## src/design/lwc_pkg.sv

```systemverilog
`default_nettype none

package lwc_pkg;

   localparam int FIELD_W   = 16;
   localparam int CORR_W    = 16;
   localparam int ONE_Q14   = 16384;
   localparam int SCALE_SH  = 30;
   localparam int QUO_W     = 31;
   localparam int ROOT_W    = 16;

   typedef struct packed {
      logic busy;
      logic done;
   } lwc_status_type;

endpackage

`default_nettype wire

```

## src/design/lwc_ratio.sv

```systemverilog
`default_nettype none

module lwc_ratio #(
   parameter int EW = 44
) (
   input  wire logic                          clock,
   input  wire logic                          reset,
   input  wire logic                          start,
   input  wire logic                          ack,
   input  wire logic signed [EW-1:0]          num,
   input  wire logic signed [EW-1:0]          da,
   input  wire logic signed [EW-1:0]          db,
   output lwc_pkg::lwc_status_type            status,
   output logic [lwc_pkg::CORR_W-1:0]         corr,
   output logic                               degen
);

   localparam int MW = 2 * EW;
   localparam int QW = lwc_pkg::QUO_W;
   localparam int RW = MW + QW;
   localparam int RT = lwc_pkg::ROOT_W;
   localparam int CW = $clog2(EW + QW + 1);

   localparam logic [2:0] P_IDLE = 3'd0;
   localparam logic [2:0] P_SQ   = 3'd1;
   localparam logic [2:0] P_PROD = 3'd2;
   localparam logic [2:0] P_DIV  = 3'd3;
   localparam logic [2:0] P_ROOT = 3'd4;
   localparam logic [2:0] P_DONE = 3'd5;

   logic [2:0]    phase_ff;
   logic [CW-1:0] cnt_ff;
   logic [MW-1:0] mcand_ff, acc_ff, sq_ff;
   logic [EW-1:0] mplier_ff, db_ff;
   logic [RW-1:0] rem_ff, dvs_ff;
   logic [QW-1:0] quo_ff;
   logic [RT-1:0] root_ff;
   logic          neg_ff, degen_ff;

   logic [MW-1:0]   acc_in;
   logic [RT-1:0]   trial;
   logic [2*RT-1:0] trial_sq;
   logic [RT:0]     half;
   logic [RT-1:0]   mag_q;
   logic            degen_in;
   logic [EW-1:0]   mag_in;

   always_comb begin
      acc_in   = mplier_ff[0] ? acc_ff + mcand_ff : acc_ff;
      trial    = root_ff | (RT'(1) << cnt_ff[$clog2(RT)-1:0]);
      trial_sq = trial * trial;
      half     = ({1'b0, root_ff} + 1'b1) >> 1;
      mag_q    = (half > (RT+1)'(lwc_pkg::ONE_Q14)) ? RT'(lwc_pkg::ONE_Q14) : half[RT-1:0];
      degen_in = (da <= 0) || (db <= 0);
      mag_in   = num[EW-1] ? EW'(-num) : EW'(num);
   end

   assign status.busy = (phase_ff != P_IDLE);
   assign status.done = (phase_ff == P_DONE);
   assign degen       = degen_ff;
   assign corr        = degen_ff ? '0 : (neg_ff ? lwc_pkg::CORR_W'(-mag_q) : mag_q);

   always_ff @(posedge clock) begin
      if (reset) begin
         phase_ff <= P_IDLE;
      end else begin
         case (phase_ff)
            P_IDLE: begin
               if (start) begin
                  degen_ff  <= degen_in;
                  neg_ff    <= num[EW-1];
                  mcand_ff  <= MW'(mag_in);
                  mplier_ff <= mag_in;
                  db_ff     <= degen_in ? EW'(1) : db;
                  sq_ff     <= degen_in ? MW'(1) : MW'(da);
                  acc_ff    <= '0;
                  cnt_ff    <= CW'(EW - 1);
                  phase_ff  <= P_SQ;
               end
            end
            P_SQ: begin
               mcand_ff  <= mcand_ff << 1;
               mplier_ff <= mplier_ff >> 1;
               acc_ff    <= acc_in;
               cnt_ff    <= cnt_ff - 1'b1;
               if (cnt_ff == '0) begin
                  mcand_ff  <= sq_ff;
                  mplier_ff <= db_ff;
                  sq_ff     <= acc_in;
                  acc_ff    <= '0;
                  cnt_ff    <= CW'(EW - 1);
                  phase_ff  <= P_PROD;
               end
            end
            P_PROD: begin
               mcand_ff  <= mcand_ff << 1;
               mplier_ff <= mplier_ff >> 1;
               acc_ff    <= acc_in;
               cnt_ff    <= cnt_ff - 1'b1;
               if (cnt_ff == '0) begin
                  rem_ff   <= {1'b0, sq_ff, {lwc_pkg::SCALE_SH{1'b0}}};
                  dvs_ff   <= {1'b0, acc_in, {lwc_pkg::SCALE_SH{1'b0}}};
                  quo_ff   <= '0;
                  cnt_ff   <= CW'(QW - 1);
                  phase_ff <= P_DIV;
               end
            end
            P_DIV: begin
               if (dvs_ff <= rem_ff) begin
                  rem_ff <= rem_ff - dvs_ff;
                  quo_ff <= {quo_ff[QW-2:0], 1'b1};
               end else begin
                  quo_ff <= {quo_ff[QW-2:0], 1'b0};
               end
               dvs_ff <= dvs_ff >> 1;
               cnt_ff <= cnt_ff - 1'b1;
               if (cnt_ff == '0) begin
                  root_ff  <= '0;
                  cnt_ff   <= CW'(RT - 1);
                  phase_ff <= P_ROOT;
               end
            end
            P_ROOT: begin
               if (trial_sq <= (2*RT)'(quo_ff)) begin
                  root_ff <= trial;
               end
               cnt_ff <= cnt_ff - 1'b1;
               if (cnt_ff == '0) begin
                  phase_ff <= P_DONE;
               end
            end
            P_DONE: begin
               if (ack) begin
                  phase_ff <= P_IDLE;
               end
            end
            default: begin
               phase_ff <= P_IDLE;
            end
         endcase
      end
   end

endmodule

`default_nettype wire

```

## src/design/lwc_back.sv

```systemverilog
`default_nettype none

module lwc_back #(
   parameter int EW = 44
) (
   input  wire logic                          clock,
   input  wire logic                          reset,
   input  wire logic                          empty,
   input  wire logic [6*EW-1:0]               rdata,
   output logic                               pop,
   output logic                               rsp_valid,
   input  wire logic                          rsp_stall,
   output logic [lwc_pkg::CORR_W-1:0]         rsp_corr_re,
   output logic [lwc_pkg::CORR_W-1:0]         rsp_corr_im,
   output logic                               rsp_re_degenerate,
   output logic                               rsp_im_degenerate
);

   lwc_pkg::lwc_status_type      re_status, im_status;
   logic [lwc_pkg::CORR_W-1:0]   re_corr, im_corr;
   logic                         re_degen, im_degen;
   logic                         rsp_valid_ff;
   logic [lwc_pkg::CORR_W-1:0]   corr_re_ff, corr_im_ff;
   logic                         degen_re_ff, degen_im_ff;
   logic                         load;

   assign pop  = !re_status.busy && !empty;
   assign load = re_status.done && im_status.done && (!rsp_valid_ff || !rsp_stall);

   lwc_ratio #(.EW(EW)) u_re (
      .clock  (clock),
      .reset  (reset),
      .start  (pop),
      .ack    (load),
      .num    (rdata[6*EW-1:5*EW]),
      .da     (rdata[5*EW-1:4*EW]),
      .db     (rdata[4*EW-1:3*EW]),
      .status (re_status),
      .corr   (re_corr),
      .degen  (re_degen)
   );

   lwc_ratio #(.EW(EW)) u_im (
      .clock  (clock),
      .reset  (reset),
      .start  (pop),
      .ack    (load),
      .num    (rdata[3*EW-1:2*EW]),
      .da     (rdata[2*EW-1:EW]),
      .db     (rdata[EW-1:0]),
      .status (im_status),
      .corr   (im_corr),
      .degen  (im_degen)
   );

   always_ff @(posedge clock) begin
      if (reset) begin
         rsp_valid_ff <= 1'b0;
      end else if (load) begin
         rsp_valid_ff <= 1'b1;
      end else if (!rsp_stall) begin
         rsp_valid_ff <= 1'b0;
      end
   end

   always_ff @(posedge clock) begin
      if (load) begin
         corr_re_ff  <= re_corr;
         corr_im_ff  <= im_corr;
         degen_re_ff <= re_degen;
         degen_im_ff <= im_degen;
      end
   end

   assign rsp_valid         = rsp_valid_ff;
   assign rsp_corr_re       = corr_re_ff;
   assign rsp_corr_im       = corr_im_ff;
   assign rsp_re_degenerate = degen_re_ff;
   assign rsp_im_degenerate = degen_im_ff;

endmodule

`default_nettype wire

```

## config.mk

```make
export PLATFORM = sky130hd
export DESIGN_NAME = lwc_back
export DESIGN_NICKNAME = d
export VERILOG_FILES = /design/src/design/lwc_pkg.sv /design/src/design/lwc_ratio.sv /design/src/design/lwc_back.sv
export SDC_FILE = /design/constraint.sdc
export NUM_CORES = 2
export LEC_CHECK = 0
export BUFFER_PORTS_ARGS = -buffer_cell sky130_fd_sc_hd__buf_2
export CORE_UTILIZATION = 50
export CTS_BUF_LIST = sky130_fd_sc_hd__clkbuf_8 sky130_fd_sc_hd__clkbuf_16
export CTS_CLUSTER_SIZE = 8
export DETAILED_ROUTE_END_ITERATION = 8
export GPL_TIMING_DRIVEN = 0
export MAX_ROUTING_LAYER = met4
export PLACE_DENSITY = 0.7
export SLEW_MARGIN = 20
export SYNTH_ARGS = -nofsm -noshare
export SYNTH_HDL_FRONTEND = slang
export SYNTH_HIERARCHICAL = 1
export SYNTH_SLANG_ARGS = --single-unit
```

## constraint.sdc

```tcl
create_clock -name clock -period 56 [get_ports clock]
set_clock_uncertainty 0.15 [all_clocks]
set_input_delay 8.4 -clock clock [delete_from_list [all_inputs] [get_ports clock]]
set_output_delay 8.4 -clock clock [all_outputs]
set_load 0.005 [all_outputs]
```

== Word-level counts from Yosys, hierarchy flattened ==
Cells that the tools add are included.
Word-level totals
  bits of input ports: 268
  output and inout port bits: 36
  bits in registers: 1333
Operators by class
  shift operators: 2
  reduce and logical (&&, ||, !) cells: 41
  bitwise logic cells: 3
  $add $sub $neg: 12
  mux-type cells: 78
  magnitude comparators: 10
  equal/unequal tests: 27
  multiply operators: 2
Operators by type and width (count)
  88-bit two-way mux: 15
  88-bit one-hot mux with 3 select lines: 4
  119-bit one-hot mux with 2 select lines: 4
  119-bit two-way mux: 6
  88-bit one-hot mux with 2 select lines: 2
  44-bit two-way mux: 6
  44-bit one-hot mux with 3 select lines: 2
  119-bit less-or-equal comparator: 2
  119-bit subtractor: 2
  88-bit adder: 2
  44-bit by 1-bit less-or-equal comparator with 1-bit output (second input constant): 4
  16-bit two-way mux: 8
  31-bit one-hot mux with 2 select lines: 2
  44-bit negator: 2
  7-bit one-hot mux with 5 select lines: 2
  32-bit by 31-bit less-or-equal comparator with 1-bit output: 2
  16-bit by 16-bit multiplier with 32-bit output: 2
  16-bit one-hot mux with 2 select lines: 2
  31-bit two-way mux: 2
  7-bit two-way mux: 7
  3-bit one-hot mux with 6 select lines: 2
  16-bit by 1-bit adder with 17-bit output (second input constant): 2
  16-bit by 15-bit greater-than comparator with 1-bit output (second input constant): 2
  16-bit negator: 2
  22 further kinds: 89

== Depth between registers and ports, before layout ==
  depth in word-level cells: 6
  gate-level depth with buffers: 42
  gate-level depth less buffers: 41

== Cells and area by module ==
Netlist, hierarchy kept.
Modules (own cells, without submodules)
  lwc_ratio (u_im): area each 49462.4 µm², sequential area each 19428.6 µm², cells each 5268, times used 1
  lwc_ratio (u_re): area each 48928.2 µm², sequential area each 19428.6 µm², cells each 5217, times used 1
  lwc_back: area each 1066.0 µm², sequential area each 1041.0 µm², cells each 40, times used 1

== Worst setup path before layout ==
Ideal clock, no wire load.
  path type: in2reg
  start: in empty
  end: reg u_im.acc_ff[0] (enable)
  setup slack: 11233 ps
  buffers on the path: 0
  arrival: 42652 ps
  library setup time: 1965 ps
  required time: 53885 ps
  stages on the path: 3
  path through: nor2_1 > nor3_1 > a2111oi_0
Between the ends
  longest elaborated chain between the ends: 4
Ends and longest elaborated chain
  from (decl): line lwc_back.sv:8  | input wire logic empty,
  1-bit zero test: line lwc_back.sv:27  | assign pop = !re_status.busy && !empty;
  1-bit logical AND: line lwc_back.sv:27
  2-bit != test (no line)
  3-bit AND reduction (no line)
  to (signal assigned): line lwc_ratio.sv:84  | acc_ff <= acc_in;
  to (signal assigned): line lwc_ratio.sv:98  | acc_ff <= acc_in;
  to (decl): line lwc_ratio.sv:33  | logic [MW-1:0] mcand_ff, acc_ff, sq_ff;
Every way passes these cells.
A chain may end at the register's enable or synchronous reset.

== Worst setup path in the final report ==
  start: in empty
  end: out pop
Between the ends
  longest elaborated chain between the ends: 2
Ends and longest elaborated chain
  1-bit zero test: line lwc_back.sv:27
  1-bit logical AND: line lwc_back.sv:27
  to (decl): line lwc_back.sv:10  | output logic pop,
Every way passes these cells.

==> metrics.txt <==
RePlAce Congestion=1.00; Clock Latency Late Sink=0.85 ns; pwr dens=28.0 nW/um^2; fin cells=13,899; sw frac=0.325; clk buf depth=3; CP startpoint kind=input pin; Psw=1.01 mW; overall die width=448 um; hold buffer count at cts=0; CTS resizes=0; slew margin rel.=0.148; FF-to-FF End=u_re/root_ff[5]$_SDFFCE_PN0P_; Post-Route Utilization=0.563; initial antenna violation count=27; nets=12,447; Die Y=448 um; vias in the first global route=81,922; Max H-tree Level=4; clk slew on worst S/H paths=0.05 ns; most frequent cells in the layout=edfxtp_1, nor2_1, inv_1, nand2_1, a21oi_1; 1st-iter DRT viols=8,946; Mapped Cells=10,524; slowest CP cell=buf_6; Leak=46.1 nW; largest net degree at the start of global routing=55; reg2reg start=u_re/cnt_ff[3]$_DFFE_PP_; area delta synth->final=11.8%; hold path cells=2; fraction of layout cells with a size suffix above 1=0.0736; Hold Startpoint=rsp_valid$_SDFFE_PP0P_; peak supply drop=0.0313 mV; CP arrival=9.13 ns; CTS tree=yes; Final Setup Violations=0; cell repeated most along the worst path=buf_2; cell area after synthesis=99,500 um^2; cell row count=163; detailed-route vias per instance=6.13; first-pass GRT wire length=507 mm; Hold Fails Final Rpt=0; Slew Limit Fails=0; kind of critical path=input pin to output port; Int Power=2.10 mW; Avg Cell Area, Syn=9.45 um^2; dpl ws=38.32 ns; Reg power frac=0.382; Crit. End Element=output port; Crit path largest cell delay=0.24 ns; post-route antenna net violation count=0; Ys Warns=6; fin crit period=17.68 ns; Worst Path Required=47.45 ns; Routed wire per std cell=24.5 um; maxcap violations=0; Initial Utilization=0.504; RSZ-0062 raised after global routing=no; # DRC=0; maximum clock frequency=56.6 MHz; worst setup margin=38.32 ns; Root Driver=clkbuf_16; Placeable Area=197,000 um^2; I/O Buffers=303; Post-Place Cells=13,623; Post-Synthesis Net Count=11,798; Hold EP=rsp_valid$_SDFFE_PP0P_; clock sink count=1,331; HPWL Detailed=273 mm; Period Utilization, post-route=0.316; DR vias=85,188; Clock power frac=0.339; Worst setup startpoint=empty; total global-route track usage=0.344; Combinational Power Share=0.279; Hold Crit Class=register to register; Final Hold Slack=0.363 ns; total wire length=341 mm; crit-path max FO=4; r2r setup slk=43.64 ns; Die Area=201,000 um^2; setup bufs post-CTS=0; commonest non-fill, non-tap cell in the layout=edfxtp_1; R2R cell count=39; TritonCTS buffer count=188; crit-path cells=buf_2 -> nor2_2 -> buf_6 -> buf_2; total gr overflow=0; Fillers=17,777; I/O Pins=304; status=finished, final reports clean; DR pass1 iterations=9; worst-margin pin slew=1.27 ns
[critical path, delay by kind of cell]
family | cells | cell delay [ns]
buffers and inverters | 3 | 0.51
AND/OR/NAND/NOR | 1 | 0.21
[flip-flops by register name, summed over array words and instances (netlist names), 44 cells and up]
signal          count
u_im/db_ff         44
u_re/db_ff         44
u_re/sq_ff         88
u_re/dvs_ff       118
u_im/mplier_ff     44
u_im/rem_ff       119
u_im/sq_ff         88
u_re/rem_ff       119
u_im/dvs_ff       118
u_im/mcand_ff      88
u_re/mcand_ff      88
u_re/mplier_ff     44
u_re/acc_ff        88
u_im/acc_ff        88
[how the worst max path moves through the flow]
stage,end,slack [ns],depth (start not counted)
2_1_floorplan,u_im/acc_ff[0]$_DFFE_PP_,11.23,3
3_3_place_gp,u_im/mplier_ff[39]$_DFFE_PP_,-8.24,4
3_5_place_dp,pop,38.32,4
4_1_cts,pop,38.32,4
5_1_grt,pop,38.33,4
6_report,pop,38.32,4
[power by group through the flow]
stage	Sequential [mW]	Combinational (mW)	Clock, mW
after floorplan	1.23	0.584	0
after global placement	1.26	0.813	0
final	1.19	0.866	1.05
after detailed placement	1.21	0.846	0
after global routing	1.19	0.954	1.10
after CTS	1.19	0.854	1.07
[metal layers]
| metal | wire [um] | track usage | share of wire |
|---|---|---|---|
| met1 | 145000 | 0.464 | 0.42 |
| met2 | 150000 | 0.509 | 0.44 |
| met4 | 16100 | 0.146 | 0.047 |
| met5 | 0 | - | 0 |
| met3 | 29900 | 0.0600 | 0.088 |
[through the flow]
| step | setup TNS (ns) | total power [mW] | area [um^2] |
|---|---|---|---|
| 3_3_place_gp | -3143.43 | 2.07 | 104000 |
| 3_5_place_dp | 0 | 2.05 | 106000 |
| 4_1_cts | 0 | 3.11 | 111000 |
| 6_report | 0 | 3.11 | 111000 |
| 5_1_grt | 0 | 3.25 | 111000 |
| 2_1_floorplan | 0 | 1.82 | 99500 |
[area by class of cell]
type | instances | area, um^2 | share of cell area
repair buffers | 459 | 2890 | 0.0259
inverters | 931 | 3490 | 0.0314
clock buffers | 192 | 4780 | 0.0430
flip-flops and latches | 1331 | 39900 | 0.359
diodes | 22 | 55.1 | 0.000495
well taps | 2640 | 3300 | 0.0297
clock inverters | 62 | 475 | 0.00428
plain buffers | 540 | 2080 | 0.0187
multi-input cells | 7722 | 54200 | 0.488
Power figures use the tool's default switching activity.
