==> config.mk <==
export PLATFORM = sky130hd
export DESIGN_NAME = lwc_queue
export DESIGN_NICKNAME = d
export VERILOG_FILES = /design/src/design/lwc_queue.sv
export SDC_FILE = /design/constraint.sdc
export NUM_CORES = 1
export LEC_CHECK = 0
export ABC_AREA = 1
export BUFFER_PORTS_ARGS = -buffer_cell sky130_fd_sc_hd__buf_4
export CORE_MARGIN = 4
export CORE_UTILIZATION = 44
export DETAILED_ROUTE_END_ITERATION = 10
export PLACE_DENSITY = 0.79
export SETUP_SLACK_MARGIN = 0.3
export SLEW_MARGIN = 20
export SYNTH_ARGS = -nofsm -noshare
export SYNTH_HDL_FRONTEND = slang
export SYNTH_SLANG_ARGS = --single-unit
==> constraint.sdc <==
create_clock -name clock -period 1.1 [get_ports clock]
set_input_delay 0.165 -clock clock [delete_from_list [all_inputs] [get_ports clock]]
set_output_delay 0.165 -clock clock [all_outputs]
set_load 0.02 [all_outputs]
==> src/design/lwc_queue.sv <==
`default_nettype none

module lwc_queue #(
   parameter int DATA_W = 8
) (
   input  wire logic              clock,
   input  wire logic              reset,
   input  wire logic              push,
   input  wire logic [DATA_W-1:0] wdata,
   input  wire logic              pop,
   output logic [DATA_W-1:0]      rdata,
   output logic                   full,
   output logic                   empty
);

   logic [DATA_W-1:0] mem_ff [0:1];
   logic              wptr_ff, rptr_ff;
   logic [1:0]        count_ff;

   assign full  = (count_ff == 2'd2);
   assign empty = (count_ff == 2'd0);
   assign rdata = mem_ff[rptr_ff];

   always_ff @(posedge clock) begin
      if (push) begin
         mem_ff[wptr_ff] <= wdata;
      end
   end

   always_ff @(posedge clock) begin
      if (reset) begin
         wptr_ff  <= 1'b0;
         rptr_ff  <= 1'b0;
         count_ff <= 2'd0;
      end else begin
         if (push) begin
            wptr_ff <= ~wptr_ff;
         end
         if (pop) begin
            rptr_ff <= ~rptr_ff;
         end
         if (push && !pop) begin
            count_ff <= count_ff + 2'd1;
         end else if (pop && !push) begin
            count_ff <= count_ff - 2'd1;
         end
      end
   end

endmodule

`default_nettype wire

# Yosys cells after proc, flatten, opt, wreduce, memory -nomap -nowiden
# Memory sizes are Yosys's and may differ from the RTL's. A register that Yosys moved wholly into a read port is not among the register bits.
# Index checks and enable logic that the tools add are counted.
dict set report totals {
  ramBits 16
  mem_count 1
  regBits 4
  inputBits 12
  output_inout_bits 10
  elab_cells 21
}
# memory words word_bits read_ports rd_clocked_by_memory_dff wr line
set mem_list {}
lappend mem_list {mem_ff 2 8 1 1 1 16} ;# logic [DATA_W-1:0] mem_ff [0:1];
dict set report classes {
  eq_ne 1
  n_bitwise 2
  n_addsub 2
  n_reduce_logical 6
  n_mux 6
}
# cell n
set op_table {}
lappend op_table {{1-bit 2-to-1 mux} 4}
lappend op_table {{2-bit 2-to-1 mux} 2}
lappend op_table {{2-bit by 1-bit adder with 2-bit output (second input constant)} 1}
lappend op_table {{2-bit == test (second input constant)} 1}
lappend op_table {{1-bit logical AND} 2}
lappend op_table {{1-bit logical NOT} 2}
lappend op_table {{2-bit logical NOT} 1}
lappend op_table {{1-bit NOT} 2}
lappend op_table {{2-bit nonzero test} 1}
lappend op_table {{2-bit by 1-bit subtractor with 2-bit output (second input constant)} 1}

# Depth between registers and ports, before layout
# Gate-level depths: netlist of run 1.
dict set report depth {
  ltp_word 4
  depth_mapped 8
  ltp_nobuf 8
}

# Least setup slack after synthesis of run 1
# OpenSTA, ideal clock, no wires.
dict set report synth_path {
  kind {reg-to-reg}
  from {reg wptr_ff}
  to {mem mem_ff[0][0] (enable)}
  arrival_ns 0.687
  path_slack_ns 0.042
  path_stages_with_launch 2
  period_less_slack_ns 1.058
  n_path_buf 0
  cell_sequence {dfxtp_1 -> nor2_1}
}
# item line
set synth_lines {}
lappend synth_lines {{start: declaration} 17} ;# logic wptr_ff, rptr_ff;
lappend synth_lines {{start signal: assignment} 37} ;# wptr_ff <= ~wptr_ff;
lappend synth_lines {{end: declaration} 16}
# Straight into the memory's write port.

==> flow_summary_export.csv, run 1 <==
group,metric,value,unit
global_routing,grt_pass1_wl,2463,µm
floorplanning,initial_core_util,0.4645,
pwr,seqPwrFrac,0.564,
sta,fmax,0.7331,GHz
global_routing,overflow,0,
floorplanning,io_pins,22,
floorplanning,die_x,50.93,µm
placed_design,port_buffers,21,
setup_path,crit_arrival,1200,ps
clock_network,clk_latency,290,ps
routing,drtIter0Drc,4,
pwr,sw_frac_of_total,0.2607,
floorplanning,core_area,1745,µm²
sta,slew_headroom,0.8303,
synth,synthCells,58,
setup_path,critical_path_class,"reg2out",
routing,vias_per_cell,4.718,
placed_design,hpwl,977.1,µm
sta,finalCritPeriodShare,1.240,
global_routing,grt_usage,0.1277,
synth,synth.top_cell.area_share,0.5926,
synth,synth_edf_count,16,
finish,final-instance-count-excl-fill,110,
setup_path,reg2reg_to,"mem_ff[0][2]",
setup_path,timing.rr.start,"wptr_ff",
setup_path,reg2reg_setup_slack,200,ps
synth,ys_top_cells_by_area,"edfxtp_1, dfxtp_1, mux2_2, inv_1, nor2_1",
global_routing,antenna_found_initial,0,
synth,ys.flop_type,"edfxtp_1",
global_routing,grt_max_degree,13,
pwr,power,1697,µW
pwr,ir_drop,0.7643,mV
synth,ys_seq_area_frac,0.7160,
pwr,p_leak,0.0005009,µW
routing,wl_per_cell,13.39,µm
pwr,p_int,1255,µW
routing,dr.pass1.iters,3,
synth,avgSynthCellArea,13.98,µm²
setup_path,crit_end,"rdata[4]",
finish,final_net_count,99,
global_routing,grt_pass1_vias,582,
synth,synth_most_common_cell,"edfxtp_1",
pwr,cellPowerDensity,1408,nW/µm²
synth,synth-async-reset-ratio,0,
sta,tightest_slew,254.0,ps
clock_network,cts_buffers,3,
synth,ys_ff_latch,21,
synth,synth_cell_types,16,
synth,ys_warn_count,0,
finish,antennaDiodeCount,0,
sta,fin_worst_skew,1.433,ps
clock_network,clockRootBuffer,"clkbuf_4",
finish,drive_above_1_share,0.6353,
pwr,comb_power_share,0.228,
worst_hold_path,min_path_type,"in2reg",
routing,num_vias,519,
routing,ant_nets,0,
synth,yosysTopAreaCell,"edfxtp_1",
setup_path,cp_max_fo,8,
finish,area_growth,48.61,%
pwr,clkPwrFrac,0.208,
setup_path,critical_path_required,940,ps
routing,drcViolationCount,0,
sta,hold_violations,0,
pwr,p_sw,442.4,µW
sta,slew_viol_final,0,
floorplanning,fp.dieH,50.93,µm
clock_network,cts.sinks,21,
setup_path,start_kind,"register",
sta,fin_crit,1364,ps
synth,syn_nets,71,
floorplanning,die_area,2593,µm²
sta,setup_viol_count_final,8,
placed_design,gp_congestion,0.6255,
outcome,status,"complete, but fails checks",
clock_network,cts_buffer_depth,2,
sta,layout_setup_ws,-264.1,ps
sta,fin_tns_setup,-2079,ps
clock_network,cts_hold_buf,0,
clock_network,h-tree-depth,1,
routing,drt-total-wl,1473,µm
outcome,violations,"negative setup slack",
setup_path,end_kind,"output pin",
clock_network,clkTransAtPathRegs,110,ps
floorplanning,rows,15,
job,maxCapViolations,0,
synth,synth_common_cells,"edfxtp_1, inv_1, mux2_2",
synth,syn_area,810.8,µm²
placed_design,dp.cells,103,
setup_path,ff2ff_path_depth,1,
sta,rsz0062_at_grt,"true",
clock_network,cts_tree,"done",
==> critical path, stage by stage (launching register included) <==
cell	delay [ps]
dfxtp_4	450
mux2_4	320
buf_6	130
==> layer usage <==
metal,vias to the layer above,track usage,wire [µm]
met5,-,0,0
met4,0,0.05381,4
met3,2,0.03207,80
met2,15,0.2210,793
met1,248,0.1489,593
li1,254,-,-
==> sequential cells by signal, indices dropped and copies added (netlist names), named ones only <==
register / count
count_ff: 2
mem_ff: 16
rptr_ff: 1
wptr_ff: 1
==> through the flow <==
stage	hold WS [ps]	worst slack, ps	area (µm²)	util
5_1_grt	23.74	-332.6	1205	0.6903
3_3_place_gp	351.7	-21.03	1044	0.5978
6_report	50.77	-264.1	1205	0.6903
2_1_floorplan	230.0	161.0	865.8	-
3_5_place_dp	352.1	-26.66	1044	0.5978
4_1_cts	31.82	-281.9	1161	0.6652
==> cell type report <==
class / instances / area (µm²)
Clock buffer: 3 / 22.52
Fill cell: 131 / 540.5
Timing Repair inverter: 1 / 7.507
Timing Repair Buffer: 23 / 214.0
Multi-Input combinational cell: 27 / 282.8
Tap cell: 25 / 31.28
Sequential cell: 21 / 595.6
Inverter: 9 / 46.29
Clock inverter: 1 / 5.005
==> what timing repair did <==
action,in CTS,in global routing
resized for setup,22,13
pin swaps,1,5
cloned,1,0
endpoints found under the setup margin,28,29
buffers inserted,2,0
==> power groups by stage <==
| stage | clock network (µW) | logic (µW) | registers [µW] |
|---|---|---|---|
| floorplan | 0 | 201 | 944 |
| global route | 409 | 417 | 965 |
| CTS | 367 | 356 | 947 |
| finish | 353 | 387 | 957 |
| global placement | 0 | 288 | 961 |
| detailed placement | 0 | 297 | 965 |
==> worst min path at each step <==
stage | endpoint | from | slack [ps] | cells past startpoint
after floorplan | register | reset | 230 | 1
after global placement | mem_ff[1][3] | wdata[3] | 350 | 1
after detailed placement | register | reset | 350 | 2
after CTS | register | reset | 30 | 2
after global routing | mem_ff[1][7] | wdata[7] | 20 | 1
final | mem_ff[0][0] | wdata[0] | 50 | 1
==> layout by cell type (no fill, tap or decap) <==
cell / n
nand4_1: 1
dfxtp_1: 1
clkbuf_4: 3
nand2_4: 2
clkinv_2: 1
nor2_4: 3
inv_1: 6
xnor2_1: 1
o21ai_2: 1
nand2_1: 2
edfxtp_1: 16
mux2_4: 8
dfxtp_4: 4
inv_4: 1
inv_6: 2
a21oi_2: 1
buf_4: 12
buf_6: 11
clkinvlp_4: 1
nor3_2: 1
nand2_2: 1
ha_4: 1
nor2_1: 4
nand3_2: 1
==> logic make-up (layout without fill, tap and decap cells) <==
kind of cell	after synthesis	after routing	share of synthesized area
flip-flops	21	21	0.7161
AND/OR/NAND/NOR	15	15	0.07870
buffers and inverters	10	37	0.05555
multiplexers	8	8	0.1111
AO/OA/AOI/OAI	2	2	0.01233
adder cells (fa/ha/maj)	1	1	0.01543
XOR/XNOR	1	1	0.01080
No activity file was read; power rests on OpenSTA's default activity.
==> inputs of run 2 (changes only) <==
- CELL_PAD_IN_SITES_DETAIL_PLACEMENT: unset -> 2
- CELL_PAD_IN_SITES_GLOBAL_PLACEMENT: unset -> 2
- CORE_ASPECT_RATIO: unset -> 2
- CORE_UTILIZATION: 44 -> 29
- CTS_BUF_LIST: unset -> sky130_fd_sc_hd__clkbuf_16
==> run 2 against run 1 <==
Compared with the run above:
- the run still ends with negative setup slack left
- clock power up 110%
- register-to-register slack about the same
- non-clock buffer count up 2
- cell count up 4.5%
- core utilization down 20 points
- largest cell class unchanged
- critical path depth unchanged
- combinational power up 5.4%
- critical endpoint is now rdata[6]
- clock skew up 1.2 ps
==> flow_summary_export.csv, run 2 (synthesized netlist as in run 1, its figures left out) <==
group,metric,value,unit
outcome,status,"complete, but fails checks",
outcome,violations,"negative setup slack",
placed_design,port_buffers,21,
placed_design,hpwl,1191,µm
pwr,cellPowerDensity,1642,nW/µm²
setup_path,end_kind,"output pin",
sta,setup_viol_count_final,8,
routing,drtIter0Drc,5,
routing,wl_per_cell,14.55,µm
pwr,p_leak,0.0005342,µW
routing,dr.pass1.iters,2,
floorplanning,die_area,3757,µm²
sta,rsz0062_at_grt,"true",
placed_design,dp_slack,-38.41,ps
setup_path,cp_max_fo,8,
floorplanning,fp.dieH,82.78,µm
sta,tightest_slew,234.2,ps
global_routing,grt-busiest-layer,"met2",
setup_path,start_kind,"register",
finish,antennaDiodeCount,0,
placed_design,gp_congestion,0.6428,
sta,hold_violations,0,
finish,drive_above_1_share,0.6552,
routing,vias_per_cell,4.557,
finish,fin_util,0.4923,
clock_network,clk_latency,250,ps
floorplanning,core_area,2603,µm²
global_routing,grt_util_met1,0.1058,
finish,nFillCells,261,
finish,area_growth,58.02,%
routing,ant_nets,0,
sta,finalCritPeriodShare,1.187,
global_routing,met2_usage,0.2003,
floorplanning,initial_core_util,0.3115,
sta,fin_worst_skew,2.627,ps
sta,fin_crit,1306,ps
pwr,ir_drop,1.222,mV
clock_network,clockRootBuffer,"clkbuf_16",
clock_network,clkTransAtPathRegs,50,ps
finish,layout_common_cells,"edfxtp_1, buf_4, buf_6",
global_routing,overflow,0,
clock_network,h-tree-depth,1,
setup_path,crit_arrival,1140,ps
global_routing,use_met3,0.02592,
floorplanning,io_pins,22,
finish,layout_commonest_cell,"edfxtp_1",
routing,drcViolationCount,0,
global_routing,grt_max_degree,12,
setup_path,critical_path_class,"reg2out",
clock_network,cts_tree,"done",
global_routing,antenna_found_initial,0,
finish,largest_reg_flops,16,
sta,layout_setup_ws,-205.8,ps
sta,fmax,0.7658,GHz
sta,slew_viol_final,0,
global_routing,grt_pass1_wl,2815,µm
clock_network,cts_buffers,3,
routing,drt-total-wl,1673,µm
worst_hold_path,min_path_type,"in2reg",
global_routing,grt_usage,0.1149,
finish,regMostFlops,"mem_ff",
floorplanning,rows,26,
setup_path,critical_path_required,940,ps
finish,reg_top3,"mem_ff (16), count_ff (2)",
sta,slew_headroom,0.8435,
global_routing,grt_pass1_vias,594,
job,maxCapViolations,0,
clock_network,cts.sinks,21,
routing,num_vias,524,
finish,final_net_count,101,
floorplanning,die_x,45.39,µm
clock_network,cts_buffer_depth,2,
## run 2: critical path, stage by stage (launching register included)
cell and delay [ps]:
dfxtp_4 430, mux2_4 320, buf_6 130
## run 2: timing repair
| action | 4_1_cts | 5_1_grt |
|---|---|---|
| endpoints found under the setup margin | 28 | 29 |
| hold buffers | 0 | 0 |
| buffers inserted | 3 | 1 |
| cloned | 1 | 0 |
| pin swaps | 5 | 6 |
| gates resized for setup | 33 | 5 |
## run 2: final timing paths
check                    from           end  slack (ps)  cells after the start
hold reg to reg       rptr_ff       rptr_ff         540                      2
hold / removal       wdata[4]  mem_ff[0][4]          90                      1
setup reg to reg  count_ff[0]   count_ff[1]         210                      6
setup / recovery     register      rdata[6]        -210                      2
## run 2: where the power goes
group / switching (µW) / leakage [µW] / total [µW] / internal [µW]
logic: 182 / 0.000298 / 408 / 226
clock network: 254 / 0.0000423 / 738 / 484
registers: 46.2 / 0.000194 / 958 / 912
## run 2: final cells by class
class | instances | area [µm²] | area share
Clock buffer | 3 | 75.07 | 0.05859
Timing Repair inverter | 1 | 7.507 | 0.005859
Inverter | 9 | 46.29 | 0.03613
Sequential cell | 21 | 595.6 | 0.4648
Timing Repair Buffer | 25 | 232.7 | 0.1816
Tap cell | 28 | 35.03 | 0.02734
Clock inverter | 1 | 3.754 | 0.002930
Multi-Input combinational cell | 27 | 285.3 | 0.2227
## run 2: metal layers
| layer | part of all wire | routed length (µm) |
|---|---|---|
| met1 | 0.30 | 510 |
| met2 | 0.59 | 991 |
| met3 | 0.060 | 101 |
| met4 | 0.041 | 68 |
| met5 | 0 | 0 |
## run 2: through the flow
stage                     total power (µW)  setup TNS (ps)  cell area, µm²  cells  hold slack (ps)
after floorplan                       1146               0           865.8     58            230.0
after global placement                1254          -6.320            1047    106            351.9
after detailed placement              1267          -236.6            1047    106            353.1
after CTS                             2117           -1752            1261    114            90.01
after global routing                  2194           -1872            1281    115            97.00
final                                 2104           -1624            1281    115            94.54
==> inputs of run 3 (changes only) <==
==> constraint.sdc (replaced) <==
create_clock -name clock -period 1.1 [get_ports clock]
set_input_delay 0.22 -clock clock [delete_from_list [all_inputs] [get_ports clock]]
set_output_delay 0.22 -clock clock [all_outputs]
set_load 0.02 [all_outputs]
==> run 3 against run 2 <==
Compared with the run above:
- the flow still finishes with violations (negative setup slack)
- die area unchanged
- via count down 2.7%
- largest cell class unchanged
- critical endpoint is now rdata[3]
- core utilization down 1.7 points
- sequential share of layout area up 1.7 points
- routed wire length down 6.4%
==> flow_summary_export.csv, run 3 (synthesized netlist as in run 1, its figures left out) <==
group,metric,value,unit
finish,final_net_count,98,
clock_network,clk_latency,250,ps
clock_network,clockRootBuffer,"clkbuf_16",
floorplanning,initial_core_util,0.3115,
routing,wl_per_cell,13.98,µm
setup_path,end_kind,"output pin",
worst_hold_path,min_path_type,"in2reg",
sta,fin_tns_setup,-1964,ps
finish,layout_common_cells,"edfxtp_1, buf_4, buf_6",
global_routing,grt_usage,0.1011,
sta,layout_setup_ws,-247.2,ps
floorplanning,core_area,2603,µm²
global_routing,grt_max_degree,12,
floorplanning,rows,26,
pwr,cellPowerDensity,1656,nW/µm²
floorplanning,fp.dieH,82.78,µm
finish,regMostFlops,"mem_ff",
floorplanning,io_pins,22,
finish,fin_util,0.4750,
sta,rsz0062_at_grt,"true",
setup_path,cp_max_fo,8,
finish,layout_commonest_cell,"edfxtp_1",
clock_network,cts_hold_buf,0,
finish,area_growth,52.47,%
global_routing,grt_pass1_wl,2635,µm
clock_network,h-tree-depth,1,
setup_path,critical_path_required,880,ps
sta,slew_viol_final,0,
setup_path,ff2ff_path_depth,1,
placed_design,gp_congestion,0.6395,
setup_path,reg2reg_to,"mem_ff[0][3]",
finish,nFillCells,261,
finish,largest_reg_flops,16,
finish,drive_above_1_share,0.6071,
global_routing,antenna_found_initial,0,
routing,num_vias,510,
setup_path,crit_arrival,1130,ps
clock_network,cts_buffer_depth,2,
routing,ant_nets,0,
routing,dr.pass1.iters,3,
floorplanning,die_area,3757,µm²
pwr,ir_drop,1.019,mV
finish,reg_top3,"mem_ff (16), count_ff (2)",
routing,drcViolationCount,0,
worst_hold_path,hold_start,"reset",
placed_design,port_buffers,21,
sta,fin_crit,1347,ps
setup_path,critical_path_class,"reg2out",
sta,fmax,0.7423,GHz
routing,drt-total-wl,1566,µm
sta,tightest_slew,242.4,ps
sta,hold_violations,0,
finish,antennaDiodeCount,0,
setup_path,start_kind,"register",
placed_design,hpwl,1168,µm
placed_design,dp.cells,106,
pwr,p_leak,0.0005140,µW
finish,final-instance-count-excl-fill,112,
sta,slew_headroom,0.8380,
job,maxCapViolations,0,
clock_network,cts_buffers,3,
floorplanning,die_x,45.39,µm
clock_network,clkTransAtPathRegs,50,ps
global_routing,overflow,0,
routing,vias_per_cell,4.554,
sta,finalCritPeriodShare,1.225,
global_routing,grt_pass1_vias,562,
routing,drtIter0Drc,7,
outcome,status,"complete, but fails checks",
clock_network,cts_tree,"done",
setup_path,crit_end,"rdata[3]",
sta,hold_slack,156.1,ps
outcome,violations,"negative setup slack",
setup_path,timing.rr.start,"wptr_ff",
sta,fin_worst_skew,1.939,ps
setup_path,reg2reg_setup_slack,210,ps
sta,setup_viol_count_final,8,
clock_network,cts.sinks,21,
[run 3: worst max-delay path, cell delays in order, from the launching register on]
cell	delay (ps)
dfxtp_4	430
mux2_4	320
buf_6	130
[run 3: final cells by class]
cell class,instances,area [µm²],share of cell area
Sequential cell,21,595.6,0.4818
Tap cell,28,35.03,0.02834
Inverter,9,43.79,0.03542
Timing Repair inverter,1,7.507,0.006073
Timing Repair Buffer,22,202.7,0.1640
Multi-Input combinational cell,27,272.8,0.2206
Clock inverter,1,3.754,0.003036
Clock buffer,3,75.07,0.06073
[run 3: metrics by stage]
stage | cell area, µm² | setup WS [ps] | power, µW
after floorplan | 873.3 | 106.0 | 1153
after global placement | 1055 | -57.59 | 1258
after detailed placement | 1055 | -70.69 | 1272
after CTS | 1216 | -257.4 | 2057
after global routing | 1236 | -277.4 | 2142
final | 1236 | -247.2 | 2047
[run 3: how the worst min path moves through the flow]
stage,slack [ps],endpoint,depth (start not counted)
2_1_floorplan,280,register,1
3_3_place_gp,410,mem_ff[1][1],1
3_5_place_dp,410,mem_ff[1][3],1
4_1_cts,150,mem_ff[1][3],1
5_1_grt,150,mem_ff[1][3],1
6_report,160,register,2
[run 3: timing repair]
action	in CTS	in global routing
setup buffers	0	1
pin swaps	0	2
endpoints found under the setup margin	29	29
gates resized for setup	24	4
gates cloned	1	0
[run 3: power by group]
group,switching (µW),total (µW),internal (µW)
combinational,163,362,199
clock,240,723,483
sequential,50.0,962,912
total,453,2050,1590
[run 3: metal layers]
metal	GRT usage	routed length [µm]	share of wire
met1	0.08678	473	0.30
met2	0.2045	987	0.63
met3	0.01296	73	0.047
met4	0.05279	31	0.020
met5	0	0	0
